[src/sv/mips32_subset_execute_macros.svh]
// Assertion macros for the execute block.
`ifndef MIPS32_SUBSET_EXECUTE_MACROS_SVH
`define MIPS32_SUBSET_EXECUTE_MACROS_SVH
`ifndef SYNTHESIS
`define MSE_ASSERT_IMP(lbl, ante, cons) \
  lbl: assert property (@(posedge clk) disable iff (rst) (ante) |-> (cons)) \
    else $error("mse: same-cycle check failed");
`define MSE_ASSERT_NXT(lbl, ante, cons) \
  lbl: assert property (@(posedge clk) disable iff (rst) (ante) |=> (cons)) \
    else $error("mse: next-cycle check failed");
`else
`define MSE_ASSERT_IMP(lbl, ante, cons)
`define MSE_ASSERT_NXT(lbl, ante, cons)
`endif
`endif

[src/sv/mse_pkg.sv]
`default_nettype none
package mse_pkg;
  localparam int unsigned DMEM_WORDS_DEF = 1024;
  localparam logic [31:0] TEXT_BASE_RST = 32'h0040_0000;
  localparam logic [31:0] CODE_SIZE_RST = 32'h0000_0000;

  localparam logic KIND_EXEC    = 1'b0;
  localparam logic KIND_PRELOAD = 1'b1;

  localparam logic REG_TEXT_BASE = 1'b0;
  localparam logic REG_CODE_SIZE = 1'b1;

  localparam logic [5:0] OP_SPECIAL = 6'h00;
  localparam logic [5:0] OP_J       = 6'h02;
  localparam logic [5:0] OP_JAL     = 6'h03;
  localparam logic [5:0] OP_BEQ     = 6'h04;
  localparam logic [5:0] OP_BNE     = 6'h05;
  localparam logic [5:0] OP_ADDI    = 6'h08;
  localparam logic [5:0] OP_ADDIU   = 6'h09;
  localparam logic [5:0] OP_SLTI    = 6'h0a;
  localparam logic [5:0] OP_SLTIU   = 6'h0b;
  localparam logic [5:0] OP_ANDI    = 6'h0c;
  localparam logic [5:0] OP_ORI     = 6'h0d;
  localparam logic [5:0] OP_LUI     = 6'h0f;
  localparam logic [5:0] OP_LW      = 6'h23;
  localparam logic [5:0] OP_LBU     = 6'h24;
  localparam logic [5:0] OP_LHU     = 6'h25;
  localparam logic [5:0] OP_SW      = 6'h2b;

  localparam logic [5:0] FN_SLL  = 6'h00;
  localparam logic [5:0] FN_SRL  = 6'h02;
  localparam logic [5:0] FN_JR   = 6'h08;
  localparam logic [5:0] FN_ADD  = 6'h20;
  localparam logic [5:0] FN_ADDU = 6'h21;
  localparam logic [5:0] FN_SUB  = 6'h22;
  localparam logic [5:0] FN_SUBU = 6'h23;
  localparam logic [5:0] FN_AND  = 6'h24;
  localparam logic [5:0] FN_OR   = 6'h25;
  localparam logic [5:0] FN_NOR  = 6'h27;
  localparam logic [5:0] FN_SLT  = 6'h2a;
  localparam logic [5:0] FN_SLTU = 6'h2b;

  typedef struct packed {
    logic        we;
    logic [4:0]  idx;
    logic [31:0] val;
  } wb_t;
endpackage
`default_nettype wire

[src/sv/mse_alu.sv]
`default_nettype none
module mse_alu (
  input  wire logic [31:0] w,
  input  wire logic [31:0] a,
  input  wire logic [31:0] b,
  input  wire logic [31:0] pc,
  input  wire logic [31:0] dword,
  input  wire logic [1:0]  ea_lo,
  output mse_pkg::wb_t     wb
);
  logic [31:0] simm;
  logic [31:0] zimm;
  logic [31:0] byte_sh;
  logic [31:0] half_sh;

  assign simm    = {{16{w[15]}}, w[15:0]};
  assign zimm    = {16'h0000, w[15:0]};
  assign byte_sh = dword >> {ea_lo, 3'b000};
  assign half_sh = dword >> {ea_lo[1], 4'b0000};

  always_comb begin
    wb = '0;
    unique case (w[31:26])
      mse_pkg::OP_SPECIAL: begin
        wb.we  = 1'b1;
        wb.idx = w[15:11];
        case (w[5:0])
          mse_pkg::FN_ADD, mse_pkg::FN_ADDU: wb.val = a + b;
          mse_pkg::FN_SUB, mse_pkg::FN_SUBU: wb.val = a - b;
          mse_pkg::FN_AND:  wb.val = a & b;
          mse_pkg::FN_OR:   wb.val = a | b;
          mse_pkg::FN_NOR:  wb.val = ~(a | b);
          mse_pkg::FN_SLT:  wb.val = {31'd0, $signed(a) < $signed(b)};
          mse_pkg::FN_SLTU: wb.val = {31'd0, a < b};
          mse_pkg::FN_SLL:  wb.val = b << w[10:6];
          mse_pkg::FN_SRL:  wb.val = b >> w[10:6];
          default:          wb.we  = 1'b0;
        endcase
      end
      mse_pkg::OP_JAL: begin
        wb.we  = 1'b1;
        wb.idx = 5'd31;
        wb.val = pc + 32'd8;
      end
      mse_pkg::OP_ADDI, mse_pkg::OP_ADDIU: begin
        wb.we = 1'b1; wb.idx = w[20:16]; wb.val = a + simm;
      end
      mse_pkg::OP_SLTI: begin
        wb.we = 1'b1; wb.idx = w[20:16];
        wb.val = {31'd0, $signed(a) < $signed(simm)};
      end
      mse_pkg::OP_SLTIU: begin
        wb.we = 1'b1; wb.idx = w[20:16]; wb.val = {31'd0, a < simm};
      end
      mse_pkg::OP_ANDI: begin
        wb.we = 1'b1; wb.idx = w[20:16]; wb.val = a & zimm;
      end
      mse_pkg::OP_ORI: begin
        wb.we = 1'b1; wb.idx = w[20:16]; wb.val = a | zimm;
      end
      mse_pkg::OP_LUI: begin
        wb.we = 1'b1; wb.idx = w[20:16]; wb.val = {w[15:0], 16'h0000};
      end
      mse_pkg::OP_LW: begin
        wb.we = 1'b1; wb.idx = w[20:16]; wb.val = dword;
      end
      mse_pkg::OP_LBU: begin
        wb.we = 1'b1; wb.idx = w[20:16]; wb.val = {24'd0, byte_sh[7:0]};
      end
      mse_pkg::OP_LHU: begin
        wb.we = 1'b1; wb.idx = w[20:16]; wb.val = {16'd0, half_sh[15:0]};
      end
      default: wb = '0;
    endcase
    // r0 is hardwired
    if (wb.idx == 5'd0) begin
      wb = '0;
    end
  end
endmodule
`default_nettype wire

[config.mk]
export PLATFORM = sky130hd
export DESIGN_NAME = mse_alu
export DESIGN_NICKNAME = d
export VERILOG_FILES = /design/src/sv/mips32_subset_execute_macros.svh /design/src/sv/mse_pkg.sv /design/src/sv/mse_alu.sv
export SDC_FILE = /design/constraint.sdc
export NUM_CORES = 1
export LEC_CHECK = 0
export BUFFER_PORTS_ARGS = -buffer_cell sky130_fd_sc_hd__buf_2
export CAP_MARGIN = 10
export CORE_MARGIN = 2
export CORE_UTILIZATION = 38
export DETAILED_ROUTE_END_ITERATION = 10
export GPL_TIMING_DRIVEN = 0
export PLACE_DENSITY_LB_ADDON = 0.15
export SETUP_SLACK_MARGIN = 0.1
export SLEW_MARGIN = 20
export SYNTH_ARGS = -nofsm -noshare
export SYNTH_HDL_FRONTEND = slang
export SYNTH_SLANG_ARGS = --single-unit
[constraint.sdc]
create_clock -name vclk -period 7.15
set_input_delay 0.3575 -clock vclk [all_inputs]
set_output_delay 0.3575 -clock vclk [all_outputs]
set_load 0.05 [all_outputs]
==> impl_metrics.yaml <==
global_route:
  grt_max_degree: 20
  grt.met1_usage: 0.563
  grt_pass1_wl_mm: 118
  top_usage_layer: "met2"
  grt_pass1_vias: 17000
  overflow: 0
  grt_antenna_before_repair: 3
  grtUsageMet3: 0.107
  grt_util_met2: 0.682
  grt_util_all_layers: 0.442
sta:
  rsz0062_at_grt: "no"
  setup_viol: 0
  clock.fmax_mhz: 149
  finalSetupTns_ns: 0
  hold_violations: 0
  fin_crit_sh: 0.941
  tightest_slew_ns: 1.32
  period_minus_slack_ns: 6.73
  slew_violations: 0
  max-slew-margin-rel: 0.112
die:
  start_util: 0.385
  ios: 200
  core_um2: 34500
  dieHeight_um: 191
  row_count: 68
  chipWidth_um: 191
  die-area_um2: 36400
route:
  avgRoutedWirePerCell_um: 31.8
  first_iter_violations: 3066
  ant_nets: 0
  route.detailed.drc: 0
  drtPass1Iterations: 11
  routed-via-count: 18100
  vias_per_cell: 6.93
  drt-total-wl_mm: 83.1
run_status:
  outcome: "finished clean"
worst_hold_path:
  hold_class: "primary input to output port"
  hold_start: "w[17]"
critical_path:
  cpPeakStageDelay_ns: 0.71
  crit_slowest_cell: "clkbuf_1"
  crit_top_cell: "buf_2"
  start_kind: "primary input"
  crit_path_cell_trace: "buf_2 -> buf_2 -> inv_1 -> buf_1 -> clkbuf_1 -> clkbuf_1 -> ha_1 -> and3_1 -> o211ai_1 -> nand3_1 -> a21oi_1 -> o211a_1 -> nor2_1 -> a2111oi_0 -> xnor2_1 -> o311ai_0 -> buf_2"
  cp-endpoint: "wb[31]"
  path_max_fanout: 11
  cp-end-kind: "output port"
  arrival_ns: 6.37
  critPathLaunch: "w[8]"
  required_ns: 6.79
  critPathKind: "primary input to output port"
place:
  place_inst: 2612
  gp_congestion: 1.08
  hpwl_mm: 67.9
  io_buffers: 194
final_layout:
  fin_nets: 2500
  n_fill_cell: 3780
  clock_buffers: 0
  final_core_util: 0.431
  final_common_cell: "buf_2"
  regArea_um2: 0
  final_cells: 2614
  multiInputGateArea_um2: 12300
  n_sequential_cell: 0
  mostFrequentLayoutCells: "214 x buf_2, 206 x nor2_1, 188 x nand2_1, 179 x a21oi_1, 176 x ha_1"
  drive_gt1_frac: 0.133
  area_growth_pct: 12.0
yosys:
  yosys.area.top_type: "ha_1"
  synthAdderAreaFrac: 0.170
  synthMuxAreaShare: 0.124
  synth_nets: 2302
  yosysSeqAreaShare: 0
  syn_inst: 1961
  synth_area_leaders: "ha_1 17%, a21oi_1 6.8%, nor2_1 5.8%, mux4_2 5.6%, mux2i_1 5.6%"
  synth_compound_area_frac: 0.336
  synth_area_um2: 13300
  synth_top_area_frac: 0.166
  synth_warnings: 0
  synth_cell_types: 78
  synth_xor_area_frac: 0.0667
  synth_top_family_by_area: "compound AO/OA/AOI/OAI gates"
  avgSynthCellArea_um2: 6.77
  synth_simple_gate_area_frac: 0.228
clocking:
  cts_hold_buf: 0
  ctsResizeCount: 0
  post_cts_buffers: 0
job:
  cap_viol_max_count: 0
==> cell families (layout without fill, tap and decap cells) <==
family | after synthesis | after routing
other cells | 0 | 2
buf+inv | 257 | 453
fa+ha+maj | 179 | 179
xor+xnor | 101 | 101
simple gates | 648 | 648
compound gates | 655 | 655
mux | 121 | 121
==> layout make-up <==
| class | instances | share of cell area |
|---|---|---|
| well taps | 455 | 0.0383 |
| diodes | 2 | 0.000337 |
| inverters | 129 | 0.0326 |
| repair buffers | 196 | 0.0660 |
| multi-input cells | 1704 | 0.828 |
| plain buffers | 128 | 0.0343 |
==> worst min path at each step <==
stage	slack [ns]	end	cells past startpoint
after detailed placement	1.17	wb[32]	3
after global routing	1.20	wb[33]	3
final	1.18	wb[33]	3
after CTS	1.18	wb[32]	3
after global placement	1.17	wb[33]	3
after floorplan	1.14	wb[7]	4
==> through the flow <==
step | area (µm²) | hold slack [ns] | setup WS (ns)
2_1_floorplan | 13300 | 1.14 | 1.55
3_3_place_gp | 14800 | 1.17 | 0.604
3_5_place_dp | 14900 | 1.17 | 0.610
4_1_cts | 14900 | 1.18 | 0.587
5_1_grt | 14900 | 1.20 | 0.343
6_report | 14900 | 1.18 | 0.420
==> cells in the mapped netlist (35+ instances only) <==
cell type  count
nor2_1       206
nand2_1      188
a21oi_1      179
ha_1         176
inv_1        126
o21ai_0      106
clkbuf_1      95
xnor2_1       82
mux2i_1       74
nand3_1       61
a222oi_1      45
o211ai_1      38
nor3_1        35
==> metal layers <==
layer | routed length [µm] | up-vias
li1 | - | 7775
met1 | 32100 | 8539
met2 | 34900 | 1449
met3 | 10300 | 359
met4 | 5800 | 4
met5 | 28 | -
==> worst max-delay path: cells and delay by family <==
kind	cells	cell delay, ns
buffers and inverters	7	3.04
AOI/OAI and AO/OA	5	1.96
adders and majority gates	1	0.44
and+or+nand+nor	3	0.40
xor gates and xnor gates	1	0.16
